<file path="config.mk">
export PLATFORM = sky130hd
export DESIGN_NAME = single_wire_pulse_bit_encoder_flat
export DESIGN_NICKNAME = d
export VERILOG_FILES = /design/src/design/swpbe_pkg.sv /design/src/design/swpbe_if.sv /design/src/design/swpbe_regs.sv /design/src/design/swpbe_seq.sv /design/src/design/single_wire_pulse_bit_encoder.sv /design/src/flat_wrapper.sv
export SDC_FILE = /design/constraint.sdc
export NUM_CORES = 1
export LEC_CHECK = 0
export ABC_AREA = 1
export ABC_CLOCK_PERIOD_IN_PS = 2020
export BUFFER_PORTS_ARGS = -buffer_cell sky130_fd_sc_hd__buf_2
export CAP_MARGIN = 20
export CORE_MARGIN = 1.5
export CORE_UTILIZATION = 59
export CTS_BUF_LIST = sky130_fd_sc_hd__clkbuf_4 sky130_fd_sc_hd__clkbuf_8
export CTS_CLUSTER_DIAMETER = 80
export DETAILED_ROUTE_END_ITERATION = 10
export GPL_TIMING_DRIVEN = 0
export PLACE_DENSITY_LB_ADDON = 0.05
export REMOVE_ABC_BUFFERS = 1
export SLEW_MARGIN = 0
export SYNTH_ARGS = -nofsm -noshare
export SYNTH_HDL_FRONTEND = slang
export SYNTH_SLANG_ARGS = --single-unit
</file>
<file path="constraint.sdc">
create_clock -name clk -period 2.02 [get_ports clk]
set_clock_uncertainty 0.05 [all_clocks]
set_input_delay 0.404 -clock clk [delete_from_list [all_inputs] [get_ports clk]]
set_output_delay 0.404 -clock clk [all_outputs]
set_load 0.005 [all_outputs]
</file>
<file path="src/design/swpbe_pkg.sv">
package swpbe_pkg;

    localparam int DATA_W = 8;
    localparam int DUR_W  = 8;
    localparam int IDX_W  = 2;
    localparam int BIT_CNT_W = $clog2(DATA_W);

    // Register indexes on the configuration port
    localparam logic [IDX_W-1:0] REG_PULSE     = 2'd0;
    localparam logic [IDX_W-1:0] REG_ZERO_WAIT = 2'd1;
    localparam logic [IDX_W-1:0] REG_ONE_WAIT  = 2'd2;

    // Reset values of the timing registers
    localparam logic [DUR_W-1:0] RESET_PULSE     = 8'd1;
    localparam logic [DUR_W-1:0] RESET_ZERO_WAIT = 8'd4;
    localparam logic [DUR_W-1:0] RESET_ONE_WAIT  = 8'd1;

    localparam logic [BIT_CNT_W-1:0] LAST_BIT = BIT_CNT_W'(DATA_W - 1);

    typedef struct packed {
        logic [DUR_W-1:0] pulse_units;
        logic [DUR_W-1:0] zero_wait_units;
        logic [DUR_W-1:0] one_wait_units;
    } timing_t;

endpackage

</file>
<file path="src/design/swpbe_if.sv">
interface swpbe_byte_if
    import swpbe_pkg::*;
();
    logic              valid;
    logic              ready;
    logic [DATA_W-1:0] data_byte;
    logic              send_sync;

    modport source (output valid, output data_byte, output send_sync, input ready);
    modport sink (input valid, input data_byte, input send_sync, output ready);
endinterface

interface swpbe_seg_if
    import swpbe_pkg::*;
();
    logic             valid;
    logic             ready;
    logic             line_level;
    logic [DUR_W-1:0] duration_units;
    logic             last_segment;

    modport source (
        output valid, output line_level, output duration_units, output last_segment,
        input ready
    );
    modport sink (
        input valid, input line_level, input duration_units, input last_segment,
        output ready
    );
endinterface

interface swpbe_cfg_if
    import swpbe_pkg::*;
();
    logic              valid;
    logic              ready;
    logic [IDX_W-1:0]  reg_index;
    logic [DUR_W-1:0]  wr_data;

    modport source (output valid, output reg_index, output wr_data, input ready);
    modport sink (input valid, input reg_index, input wr_data, output ready);
endinterface

</file>
<file path="src/design/swpbe_regs.sv">
module swpbe_regs
    import swpbe_pkg::*;
(
    input  logic       clk,
    input  logic       rst_n,
    swpbe_cfg_if.sink  cfg,
    output timing_t    timing
);

    timing_t timing_reg;
    timing_t timing_next;

    assign cfg.ready = 1'b1;
    assign timing    = timing_reg;

    // Decode the write word; unknown indexes drop the write
    always_comb
    begin
        timing_next = timing_reg;
        if (cfg.valid)
        begin
            case (cfg.reg_index)
                REG_PULSE:     timing_next.pulse_units     = cfg.wr_data;
                REG_ZERO_WAIT: timing_next.zero_wait_units = cfg.wr_data;
                REG_ONE_WAIT:  timing_next.one_wait_units  = cfg.wr_data;
                default:       timing_next = timing_reg;
            endcase
        end
    end

    always_ff @(posedge clk or negedge rst_n)
    begin
        if (!rst_n)
        begin
            timing_reg.pulse_units     <= RESET_PULSE;
            timing_reg.zero_wait_units <= RESET_ZERO_WAIT;
            timing_reg.one_wait_units  <= RESET_ONE_WAIT;
        end
        else
        begin
            timing_reg <= timing_next;
        end
    end

endmodule

</file>
<file path="src/design/swpbe_seq.sv">
module swpbe_seq
    import swpbe_pkg::*;
(
    input  logic         clk,
    input  logic         rst_n,
    input  timing_t      timing,
    swpbe_byte_if.sink   item_in,
    swpbe_seg_if.source  seg_out
);

    typedef enum logic [2:0] {
        ST_IDLE,
        ST_SYNC_HI,
        ST_SYNC_LO,
        ST_SYNC_WAIT,
        ST_BIT_HI,
        ST_BIT_LO,
        ST_BIT_HI2,
        ST_BIT_WAIT
    } state_t;

    state_t                state_reg, state_next;
    logic [DATA_W-1:0]     shift_reg, shift_next;
    logic [BIT_CNT_W-1:0]  bit_cnt_reg, bit_cnt_next;
    logic                  valid_reg, valid_next;
    logic                  level_reg, level_next;
    logic [DUR_W-1:0]      dur_reg, dur_next;
    logic                  last_reg, last_next;

    logic                  emit;
    logic                  cur_bit;

    assign item_in.ready = (state_reg == ST_IDLE);
    assign seg_out.valid          = valid_reg;
    assign seg_out.line_level     = level_reg;
    assign seg_out.duration_units = dur_reg;
    assign seg_out.last_segment   = last_reg;

    // Output register frees up when empty or taken this cycle
    assign emit    = (state_reg != ST_IDLE) && (!valid_reg || seg_out.ready);
    assign cur_bit = shift_reg[DATA_W-1];

    // Walk the segment sequence, one segment per emit
    always_comb
    begin
        state_next   = state_reg;
        shift_next   = shift_reg;
        bit_cnt_next = bit_cnt_reg;
        valid_next   = valid_reg && !seg_out.ready;
        level_next   = level_reg;
        dur_next     = dur_reg;
        last_next    = last_reg;

        if (state_reg == ST_IDLE)
        begin
            if (item_in.valid)
            begin
                shift_next   = item_in.data_byte;
                bit_cnt_next = '0;
                state_next   = item_in.send_sync ? ST_SYNC_HI : ST_BIT_HI;
            end
        end
        else if (emit)
        begin
            valid_next = 1'b1;
            last_next  = 1'b0;
            case (state_reg)
                ST_SYNC_HI:
                begin
                    level_next = 1'b1;
                    dur_next   = timing.pulse_units;
                    state_next = ST_SYNC_LO;
                end
                ST_SYNC_LO:
                begin
                    level_next = 1'b0;
                    dur_next   = timing.pulse_units;
                    state_next = ST_SYNC_WAIT;
                end
                ST_SYNC_WAIT:
                begin
                    level_next = 1'b0;
                    dur_next   = timing.zero_wait_units;
                    state_next = ST_BIT_HI;
                end
                ST_BIT_HI:
                begin
                    level_next = 1'b1;
                    dur_next   = timing.pulse_units;
                    state_next = ST_BIT_LO;
                end
                ST_BIT_LO:
                begin
                    level_next = 1'b0;
                    dur_next   = timing.pulse_units;
                    state_next = cur_bit ? ST_BIT_HI2 : ST_BIT_WAIT;
                end
                ST_BIT_HI2:
                begin
                    level_next = 1'b1;
                    dur_next   = timing.pulse_units;
                    state_next = ST_BIT_WAIT;
                end
                ST_BIT_WAIT:
                begin
                    level_next = 1'b0;
                    dur_next   = cur_bit ? timing.one_wait_units : timing.zero_wait_units;
                    last_next  = (bit_cnt_reg == LAST_BIT);
                    // Advance to the next bit, or drop back to idle after the last
                    if (bit_cnt_reg == LAST_BIT)
                    begin
                        state_next = ST_IDLE;
                    end
                    else
                    begin
                        shift_next   = {shift_reg[DATA_W-2:0], 1'b0};
                        bit_cnt_next = bit_cnt_reg + 1'b1;
                        state_next   = ST_BIT_HI;
                    end
                end
                default:
                begin
                    state_next = ST_IDLE;
                end
            endcase
        end
    end

    // Hold state, shift data and the output register
    always_ff @(posedge clk or negedge rst_n)
    begin
        if (!rst_n)
        begin
            state_reg   <= ST_IDLE;
            valid_reg   <= 1'b0;
            bit_cnt_reg <= '0;
            shift_reg   <= '0;
            level_reg   <= 1'b0;
            dur_reg     <= '0;
            last_reg    <= 1'b0;
        end
        else
        begin
            state_reg   <= state_next;
            valid_reg   <= valid_next;
            bit_cnt_reg <= bit_cnt_next;
            shift_reg   <= shift_next;
            level_reg   <= level_next;
            dur_reg     <= dur_next;
            last_reg    <= last_next;
        end
    end

endmodule

</file>
<file path="src/design/single_wire_pulse_bit_encoder.sv">
// Single-wire pulse bit encoder. Each accepted byte (with an optional cycle-time
// sync in front) becomes a run of line segments, each a wire level and a length
// in time units, sent MSB first: every bit opens with a high pulse and a low
// gap, a one bit adds a second high pulse and the one-bit wait, a zero bit adds
// the zero-bit wait. A byte yields 24 to 32 segments, plus 3 with sync; the last
// one carries last_segment. A segment sequencer hands out one segment per clock
// through a single output register while the sink does not stall, and input
// ready stays low until the last segment has been loaded into the output
// register. Timing registers (pulse, zero wait, one wait; reset 1, 4, 1) are
// written through the configuration port, which is always ready; write them
// only while no byte is in flight.
module single_wire_pulse_bit_encoder
    import swpbe_pkg::*;
(
    input  logic         clk,
    input  logic         rst_n,
    swpbe_byte_if.sink   item_in,
    swpbe_seg_if.source  seg_out,
    swpbe_cfg_if.sink    cfg
);

    timing_t timing;

    // Timing registers
    swpbe_regs u_regs (
        .clk    (clk),
        .rst_n  (rst_n),
        .cfg    (cfg),
        .timing (timing)
    );

    // Segment sequencer and output register
    swpbe_seq u_seq (
        .clk     (clk),
        .rst_n   (rst_n),
        .timing  (timing),
        .item_in (item_in),
        .seg_out (seg_out)
    );

endmodule

</file>
<file path="src/flat_wrapper.sv">
// flat-port wrapper written by rule: the top's interface ports become plain ports
module single_wire_pulse_bit_encoder_flat import swpbe_pkg::*;
  (clk, rst_n, item_in_valid, item_in_data_byte, item_in_send_sync, item_in_ready, seg_out_valid, seg_out_line_level, seg_out_duration_units, seg_out_last_segment, seg_out_ready, cfg_valid, cfg_reg_index, cfg_wr_data, cfg_ready);
  swpbe_byte_if item_in_i ();
  swpbe_seg_if seg_out_i ();
  swpbe_cfg_if cfg_i ();
  input  logic clk;
  input  logic rst_n;
  input wire logic [$bits(item_in_i.valid)-1:0] item_in_valid;
  input wire logic [$bits(item_in_i.data_byte)-1:0] item_in_data_byte;
  input wire logic [$bits(item_in_i.send_sync)-1:0] item_in_send_sync;
  output wire logic [$bits(item_in_i.ready)-1:0] item_in_ready;
  output wire logic [$bits(seg_out_i.valid)-1:0] seg_out_valid;
  output wire logic [$bits(seg_out_i.line_level)-1:0] seg_out_line_level;
  output wire logic [$bits(seg_out_i.duration_units)-1:0] seg_out_duration_units;
  output wire logic [$bits(seg_out_i.last_segment)-1:0] seg_out_last_segment;
  input wire logic [$bits(seg_out_i.ready)-1:0] seg_out_ready;
  input wire logic [$bits(cfg_i.valid)-1:0] cfg_valid;
  input wire logic [$bits(cfg_i.reg_index)-1:0] cfg_reg_index;
  input wire logic [$bits(cfg_i.wr_data)-1:0] cfg_wr_data;
  output wire logic [$bits(cfg_i.ready)-1:0] cfg_ready;
  assign item_in_i.valid = item_in_valid;
  assign item_in_i.data_byte = item_in_data_byte;
  assign item_in_i.send_sync = item_in_send_sync;
  assign item_in_ready = item_in_i.ready;
  assign seg_out_valid = seg_out_i.valid;
  assign seg_out_line_level = seg_out_i.line_level;
  assign seg_out_duration_units = seg_out_i.duration_units;
  assign seg_out_last_segment = seg_out_i.last_segment;
  assign seg_out_i.ready = seg_out_ready;
  assign cfg_i.valid = cfg_valid;
  assign cfg_i.reg_index = cfg_reg_index;
  assign cfg_i.wr_data = cfg_wr_data;
  assign cfg_ready = cfg_i.ready;
  single_wire_pulse_bit_encoder u_core (.clk(clk), .rst_n(rst_n), .item_in(item_in_i), .seg_out(seg_out_i), .cfg(cfg_i));
endmodule
</file>
==> reports/results.txt, run 1 <==
area delta synth->final - 13.3%
Pre-antenna DRT Iters - 4
max incr delay on CP - 460 ps
largest net degree at the start of global routing - 50
Worst Path Max Fanout - 18
Final setup viols - 0
slew margin rel. - 0.636
r2r setup slk - 290 ps
initial antenna violation count - 0
die area - 4590 µm²
uppermost layer routed - met4
Worst VDD drop - 0.652 mV
fmax - 0.518 GHz
sequential-to-total area share from yosys stat - 0.498
Post-Syn Area - 2470 µm²
Hold Fails Final Rpt - 0
setup_tns - 0 ps
I/O Buffers - 35
Final Wtd Congestion - 0.761
RSZ-0062 raised after global routing - no
layout cells sized above 1 - 0.205
die height - 67.7 µm
FP Rows - 23
Starting Density - 0.618
leading area contributor after synthesis - dfrtp_1
CP Class - flip-flop to output port
Post-synth EDFFs - 0
Arr. time, crit path - 1480 ps
Post-Route M1 WL - 2390 µm
final instance count without filler cells - 381
Clock Pin Slew Worst Setup and Hold Paths - 90 ps
synth unique cells - 32
CTS max path bufs - 2
Final nets - 360
number of buffers created by CTS - 5
Overflow after GRT - 0
Yosys warnings - 0
total power density per cell area - 1360 nW/µm²
dpl hpwl - 3260 µm
DRC - 0
Slew @ Worst Pin - 545 ps
Die W - 67.7 µm
Root Buffer - clkbuf_8
DR vias/cell - 5.29
most frequent cells in the layout - nand2_1, dfrtp_1, o21ai_0
Pleak - 1.46 nW
global-route wire length before repair - 8570 µm
post-synth top area share - 0.466
Syn Inst Count - 296
fin crit share - 0.956
type of the most critical hold path - input pin to flip-flop
CP Capture Type - output port
final hold slack - 269 ps
Critical Path Source Type - flip-flop
Layout Utilization - 0.700
average wire per standard cell - 12.7 µm
Detailed Route Iter0 Violations - 151
GRT Util Overall - 0.252
num ports - 37
maxcap violations - 0
status - finished, final reports clean
n_diodes - 0
Avg Cell Area, Syn - 8.35 µm²
worst-path cell chain - inv_2, ha_4, nand2_8, inv_4, buf_2
clock sink total - 49
final antenna-violating net count - 0
Critical-path top delay cell - dfrtp_1
CP required - 1570 ps
Slew Limit Fails - 0
DR vias - 2017
met2 wire length - 2240 µm
commonest non-fill, non-tap cell in the layout - nand2_1
Async S/R FF share, synth - 1.00
main area contributors after synthesis - dfrtp_1, nand2_1, o21ai_0
ys flop type - dfrtp_1
CTS tree - built
placed insts - 371
FF+latch count, synth - 49
vias in the first global route - 1896
worst-skew pair later-pin latency - 300 ps
max reg flops - 24
final WL - 4830 µm
core area - 4000 µm²
metal3 WL - 158 µm
min Tclk post-route - 1930 ps
H-Tree Depth - 2
==> per-stage QoR <==
stage / instance area, µm² / worst slack, ps / power, mW
final: 2800 / 88.4 / 3.79
after global routing: 2800 / 11.0 / 4.13
after CTS: 2770 / 30.0 / 3.79
after detailed placement: 2630 / 137 / 3.01
after global placement: 2630 / 150 / 2.96
after floorplan: 2390 / 365 / 2.56
==> worst max-delay path: cells and delay by family (launching register included) <==
kind	cells	cell delay [ps]
adders and majority gates	1	180
buffers and inverters	3	440
DFF	1	460
and+or+nand+nor	1	80
==> path summary, 6_finish.rpt <==
kind,to,start,cells past startpoint
worst max register to register,u_core.u_seq.seg_out.duration_units[6]$_DFFE_PN0P_,u_core.u_seq.state_reg[1]$_DFFE_PN0P_,8
worst min register to register,u_core.u_seq.seg_out.duration_units[4]$_DFFE_PN0P_,u_core.u_seq.seg_out.duration_units[4]$_DFFE_PN0P_,2
worst min-delay path,u_core.u_seq.shift_reg[0]$_DFFE_PN0P_,item_in_data_byte[0],3
worst max-delay path,item_in_ready,u_core.u_seq.state_reg[1]$_DFFE_PN0P_,5
max in group asynchronous,u_core.u_regs.timing[16]$_DFFE_PN1P_,rst_n,3
min in group asynchronous,u_core.u_seq.state_reg[2]$_DFFE_PN0P_,rst_n,2
==> Yosys cell counts, types with 3 or more instances <==
| library cell | number |
|---|---|
| a21oi_1 | 3 |
| nand3_1 | 18 |
| inv_1 | 22 |
| nor2_1 | 17 |
| o21ai_1 | 6 |
| dfstp_2 | 3 |
| dfrtp_1 | 46 |
| nand2_1 | 93 |
| nand4_1 | 8 |
| clkbuf_1 | 3 |
| o21ai_0 | 41 |
| buf_4 | 3 |
| nand2_4 | 4 |
| ha_1 | 6 |
==> power breakdown <==
part | switching, mW | internal (mW)
registers | 0.203 | 1.26
logic | 1.02 | 0.577
clock network | 0.334 | 0.403
==> final cells by class <==
type | count | area, µm²
Sequential cell | 49 | 1230
Inverter | 26 | 105
Clock inverter | 2 | 37.5
Fill cell | 339 | 1200
Multi-Input combinational cell | 211 | 1080
Timing Repair Buffer | 37 | 205
Tap cell | 50 | 62.6
Clock buffer | 6 | 82.6
==> layer usage <==
layer	vias up	track usage
li1	1028	-
met1	946	0.356
met2	37	0.382
met3	6	0.0500
met4	0	0.0944
met5	-	0
==> timing repair <==
action,4_1_cts,5_1_grt
endpoints found under the hold margin,0,14
setup buffers,0,0
resized for setup,3,3
endpoints found under the setup margin,1,9
hold buffers,0,1
==> logic make-up after synthesis <==
| family | Yosys count | share of synthesized area |
|---|---|---|
| simple gates | 149 | 0.277 |
| compound gates | 55 | 0.121 |
| flops | 49 | 0.498 |
| buf+inv | 36 | 0.0724 |
| fa+ha+maj | 6 | 0.0304 |
| other cells | 1 | 0.00152 |
Power figures use the tool's default switching activity.
==> run 2, diff against run 1 <==
Settings changed: RECOVER_POWER from default to 100.
==> run 2 against run 1 <==
Effect of this change: critical path depth unchanged; register-to-register slack worse by 90 ps; die area unchanged; first-iteration DRC count down 6.0%; highest routed layer unchanged; critical path type unchanged; power down 1.9%.
==> reports/results.txt, run 2 (synthesized netlist as in run 1, its figures left out) <==
maxcap violations - 0
Slew Limit Fails - 0
Final nets - 360
n_diodes - 0
Pre-antenna DRT Iters - 4
DR vias - 2000
layout cells sized above 1 - 0.172
largest net degree at the start of global routing - 50
postcts setup bufs - 0
Hold EP - u_core.u_seq.shift_reg[0]$_DFFE_PN0P_
global-route wire length before repair - 8570 µm
worst-skew pair later-pin latency - 300 ps
Starting Density - 0.618
setup_tns - 0 ps
Overflow after GRT - 0
reg2reg end - u_core.u_seq.seg_out.duration_units[3]$_DFFE_PN0P_
final antenna-violating net count - 0
DRC - 0
slew margin rel. - 0.402
fin crit share - 0.953
Worst Path Max Fanout - 18
Worst R2R Path Depth - 8
FP Rows - 23
Critical Path Source Type - flip-flop
worst-path cell chain - inv_2, ha_4, nand2_4, inv_4, buf_2
area delta synth->final - 12.1%
WHS Path Cells - 3
dpl hpwl - 3260 µm
Clock Pin Slew Worst Setup and Hold Paths - 90 ps
Root Buffer - clkbuf_8
die area - 4590 µm²
RSZ-0062 raised after global routing - no
Detailed Route Iter0 Violations - 142
Slew @ Worst Pin - 896 ps
average wire per standard cell - 12.7 µm
Hold Startpoint - item_in_data_byte[0]
num ports - 37
RR Startpoint - u_core.u_seq.state_reg[1]$_DFFE_PN0P_
CP Capture Type - output port
initial antenna violation count - 0
clock sink total - 49
min Tclk post-route - 1930 ps
Arr. time, crit path - 1470 ps
Final Wtd Congestion - 0.761
I/O Buffers - 35
Critical-path top delay cell - dfrtp_1
CP required - 1570 ps
total power density per cell area - 1340 nW/µm²
max reg flops - 24
type of the most critical hold path - input pin to flip-flop
Pleak - 1.43 nW
CTS max path bufs - 2
die height - 67.7 µm
Layout Utilization - 0.692
CTS tree - built
Die W - 67.7 µm
total power draw - 3.72 mW
commonest non-fill, non-tap cell in the layout - nand2_1
Final setup viols - 0
most frequent cells in the layout - nand2_1, o21ai_0, dfrtp_1
max incr delay on CP - 460 ps
r2r setup slk - 200 ps
number of buffers created by CTS - 5
DR vias/cell - 5.25
H-Tree Depth - 2
Hold Fails Final Rpt - 0
status - finished, final reports clean
CP Class - flip-flop to output port
final WL - 4830 µm
core area - 4000 µm²
GRT Util Overall - 0.252
vias in the first global route - 1896
fmax - 0.519 GHz
Worst VDD drop - 0.645 mV
run 2: cell types whose count changed in the layout (fill, tap and decap cells not counted):
cell and delta:
o21ai_0 +7, o21ai_2 -1, buf_2 -9, nand2_8 -1, nand2_1 +1, o21ai_1 -6
clkbuf_1 +9
run 2: critical path, delay by kind of cell (launching register included):
family	cells	cell delay, ps
simple gates	1	90
flops	1	460
fa+ha+maj	1	160
buf+inv	3	440
run 2: worst max-delay path by stage:
stage | from | endpoint | cells past startpoint
floorplan | u_core.u_seq.state_reg[1]$_DFFE_PN0P_ | u_core.u_seq.state_reg[0]$_DFFE_PN0P_ | 7
global placement | u_core.u_seq.state_reg[1]$_DFFE_PN0P_ | u_core.u_seq.state_reg[0]$_DFFE_PN0P_ | 7
detailed placement | u_core.u_seq.state_reg[1]$_DFFE_PN0P_ | u_core.u_seq.state_reg[0]$_DFFE_PN0P_ | 7
CTS | u_core.u_seq.state_reg[1]$_DFFE_PN0P_ | item_in_ready | 5
global route | u_core.u_seq.state_reg[1]$_DFFE_PN0P_ | item_in_ready | 5
finish | u_core.u_seq.state_reg[1]$_DFFE_PN0P_ | item_in_ready | 5
run 2: cell type report:
| cell class | instances | area [µm²] |
|---|---|---|
| timing repair buffer | 37 | 194 |
| tap | 50 | 62.6 |
| fill | 350 | 1230 |
| clock inverter | 2 | 37.5 |
| sequential | 49 | 1230 |
| inverter | 26 | 105 |
| clock buffer | 6 | 82.6 |
| multi-input combinational | 211 | 1060 |
run 2: through the flow:
step                      worst slack, ps  hold slack [ps]  std cells  cell area, µm²
final                                94.8              270        381            2770
after floorplan                       365             58.4        286            2390
after global placement                150              407        371            2630
after CTS                            30.0              264        379            2770
after global routing                 8.82              272        381            2770
after detailed placement              137              411        371            2630
run 2: power breakdown:
group | switching (mW) | internal (mW) | total [mW]
Sequential | 0.206 | 1.26 | 1.46
Clock | 0.333 | 0.403 | 0.735
Combinational | 0.989 | 0.536 | 1.53
Total | 1.53 | 2.19 | 3.72
run 2: routing by layer:
layer,share of wire,GRT usage,vias to the layer above
li1,-,-,1026
met1,0.48,0.356,936
met2,0.47,0.382,32
met3,0.031,0.0500,6
met4,0.011,0.0944,0
met5,0,0,-
run 2: repair_timing:
| item | CTS | global route |
|---|---|---|
| gates resized for setup | 3 | 3 |
| hold buffers | 0 | 1 |
| hold endpoints to repair | 0 | 14 |
| setup endpoints to repair | 1 | 9 |
==> run 3, diff against run 2 <==
Settings changed: CELL_PAD_IN_SITES_DETAIL_PLACEMENT from default to 0, CELL_PAD_IN_SITES_GLOBAL_PLACEMENT from default to 1, CORE_UTILIZATION 59 to 44.
==> run 3 against run 2 <==
Effect of this change: sequential cell count unchanged; clock power down 20%; critical endpoint unchanged; utilization decreased by 19 points; sequential share of layout area increased by 0.51 points; routed wire length up 2.6%; critical path depth unchanged; count of clock-buffer cells in the layout grew 1; critical path type unchanged; register-to-register slack got worse by 50 ps; combinational power hardly changed; setup slack better by 33 ps; non-clock buffer count fell by 1.
==> reports/results.txt, run 3 (synthesized netlist as in run 1, its figures left out) <==
n_diodes - 0
DR vias/cell - 4.88
r2r setup slk - 150 ps
core area - 5470 µm²
number of buffers created by CTS - 5
Layout Utilization - 0.501
Worst Path Max Fanout - 18
Clock Pin Slew Worst Setup and Hold Paths - 80 ps
GRT Util Overall - 0.181
Detailed Route Iter0 Violations - 86
CP Class - flip-flop to output port
CP Capture Type - output port
Post-DP Area - 2680 µm²
status - finished, final reports clean
Final setup viols - 0
max reg flops - 24
num ports - 37
CTS tree - built
Slew @ Worst Pin - 1180 ps
postcts setup bufs - 0
slew margin rel. - 0.211
setup_tns - 0 ps
Root Buffer - clkbuf_8
Arr. time, crit path - 1440 ps
Hold-fix buffers, CTS - 0
die area - 6070 µm²
global-route wire length before repair - 8690 µm
clock sink total - 49
fmax - 0.529 GHz
Final Wtd Congestion - 0.835
Layout fillers - 586
H-Tree Depth - 2
vias in the first global route - 1818
Worst R2R Path Depth - 8
setup ws final - 128 ps
most frequent cells in the layout - nand2_1, dfrtp_1, o21ai_0
Pre-antenna DRT Iters - 5
register area - 1230 µm²
reg2reg end - u_core.u_seq.seg_out.duration_units[7]$_DFFE_PN0P_
Starting Density - 0.452
Hold Fails Final Rpt - 0
Pleak - 1.42 nW
CTS max path bufs - 2
I/O Buffers - 35
DR vias - 1955
DRC - 0
maxcap violations - 0
max incr delay on CP - 430 ps
CP required - 1570 ps
Critical-path top delay cell - dfrtp_1
initial antenna violation count - 0
die height - 77.9 µm
RR Startpoint - u_core.u_seq.state_reg[1]$_DFFE_PN0P_
average wire per standard cell - 12.4 µm
Overflow after GRT - 0
multi-input combinational cell area - 1040 µm²
layout cells sized above 1 - 0.179
fin crit share - 0.937
type of the most critical hold path - input pin to async pin
final antenna-violating net count - 0
Post-Layout Inst Area - 2740 µm²
commonest non-fill, non-tap cell in the layout - nand2_1
final WL - 4960 µm
pre-CTS WS - 137 ps
worst-path cell chain - inv_1, ha_4, nand2_4, inv_6, buf_2
largest net degree at the start of global routing - 29
min Tclk post-route - 1890 ps
Critical Path Source Type - flip-flop
total power density per cell area - 1300 nW/µm²
worst-skew pair later-pin latency - 290 ps
FP Rows - 27
Final nets - 359
Die W - 77.9 µm
area delta synth->final - 10.9%
Slew Limit Fails - 0
Worst VDD drop - 0.557 mV
RSZ-0062 raised after global routing - no
final hold slack - 274 ps
dpl hpwl - 3420 µm
-- run 3: cell count changes in the layout (fill, tap and decap cells not counted), moves of 2 or more --
cell,change
buf_2,+6
clkbuf_1,-6
o21ai_0,-4
o21ai_1,+4
inv_1,+2
inv_2,-2
-- run 3: metal layers --
layer / wire length (µm) / vias up / share of wire / global-route usage
met2: 2220 / 31 / 0.45 / 0.278
met3: 148 / 2 / 0.030 / 0.0424
met5: 0 / - / 0 / 0
met1: 2570 / 897 / 0.52 / 0.255
li1: - / 1025 / - / -
met4: 24 / 0 / 0.0048 / 0.0482
-- run 3: report_power, final --
group          total (mW)  switching, mW  internal, mW
registers            1.46          0.203          1.26
clock network       0.589          0.304         0.286
logic                1.50          0.965         0.534
total                3.55           1.47          2.08
-- run 3: cell type report --
| class | count | share of cell area |
|---|---|---|
| flip-flops and latches | 49 | 0.449 |
| multi-input cells | 211 | 0.381 |
| clock buffers | 7 | 0.0329 |
| well taps | 72 | 0.0329 |
| repair buffers | 36 | 0.0644 |
| inverters | 26 | 0.0393 |
-- run 3: worst max-delay path by stage --
stage / start / end / slack [ps] / cells after the start
after floorplan: u_core.u_seq.state_reg[1]$_DFFE_PN0P_ / u_core.u_seq.state_reg[0]$_DFFE_PN0P_ / 370 / 7
after global placement: u_core.u_seq.state_reg[1]$_DFFE_PN0P_ / u_core.u_seq.seg_out.duration_units[4]$_DFFE_PN0P_ / 130 / 8
after detailed placement: u_core.u_seq.state_reg[1]$_DFFE_PN0P_ / u_core.u_seq.seg_out.duration_units[7]$_DFFE_PN0P_ / 140 / 8
after CTS: u_core.u_seq.state_reg[1]$_DFFE_PN0P_ / item_in_ready / 10 / 5
after global routing: u_core.u_seq.state_reg[0]$_DFFE_PN0P_ / u_core.u_seq.shift_reg[0]$_DFFE_PN0P_ / 10 / 8
final: u_core.u_seq.state_reg[0]$_DFFE_PN0P_ / item_in_ready / 130 / 5
-- run 3: per-stage QoR --
| step | power [mW] | cells |
|---|---|---|
| floorplan | 2.56 | 286 |
| global placement | 3.01 | 393 |
| detailed placement | 3.01 | 394 |
| CTS | 3.63 | 401 |
| global route | 3.89 | 401 |
| finish | 3.55 | 401 |
-- run 3: what timing repair did --
item / 4_1_cts / 5_1_grt
endpoints found under the setup margin: 1 / 1
gates resized for setup: 3 / 2
pin swaps: 0 / 0
-- run 3: critical path: cells and delay by family, from the launching register on --
kind                       cells  cell delay, ps
adders and majority gates      1             180
buffers and inverters          3             440
DFF                            1             430
and+or+nand+nor                1              90
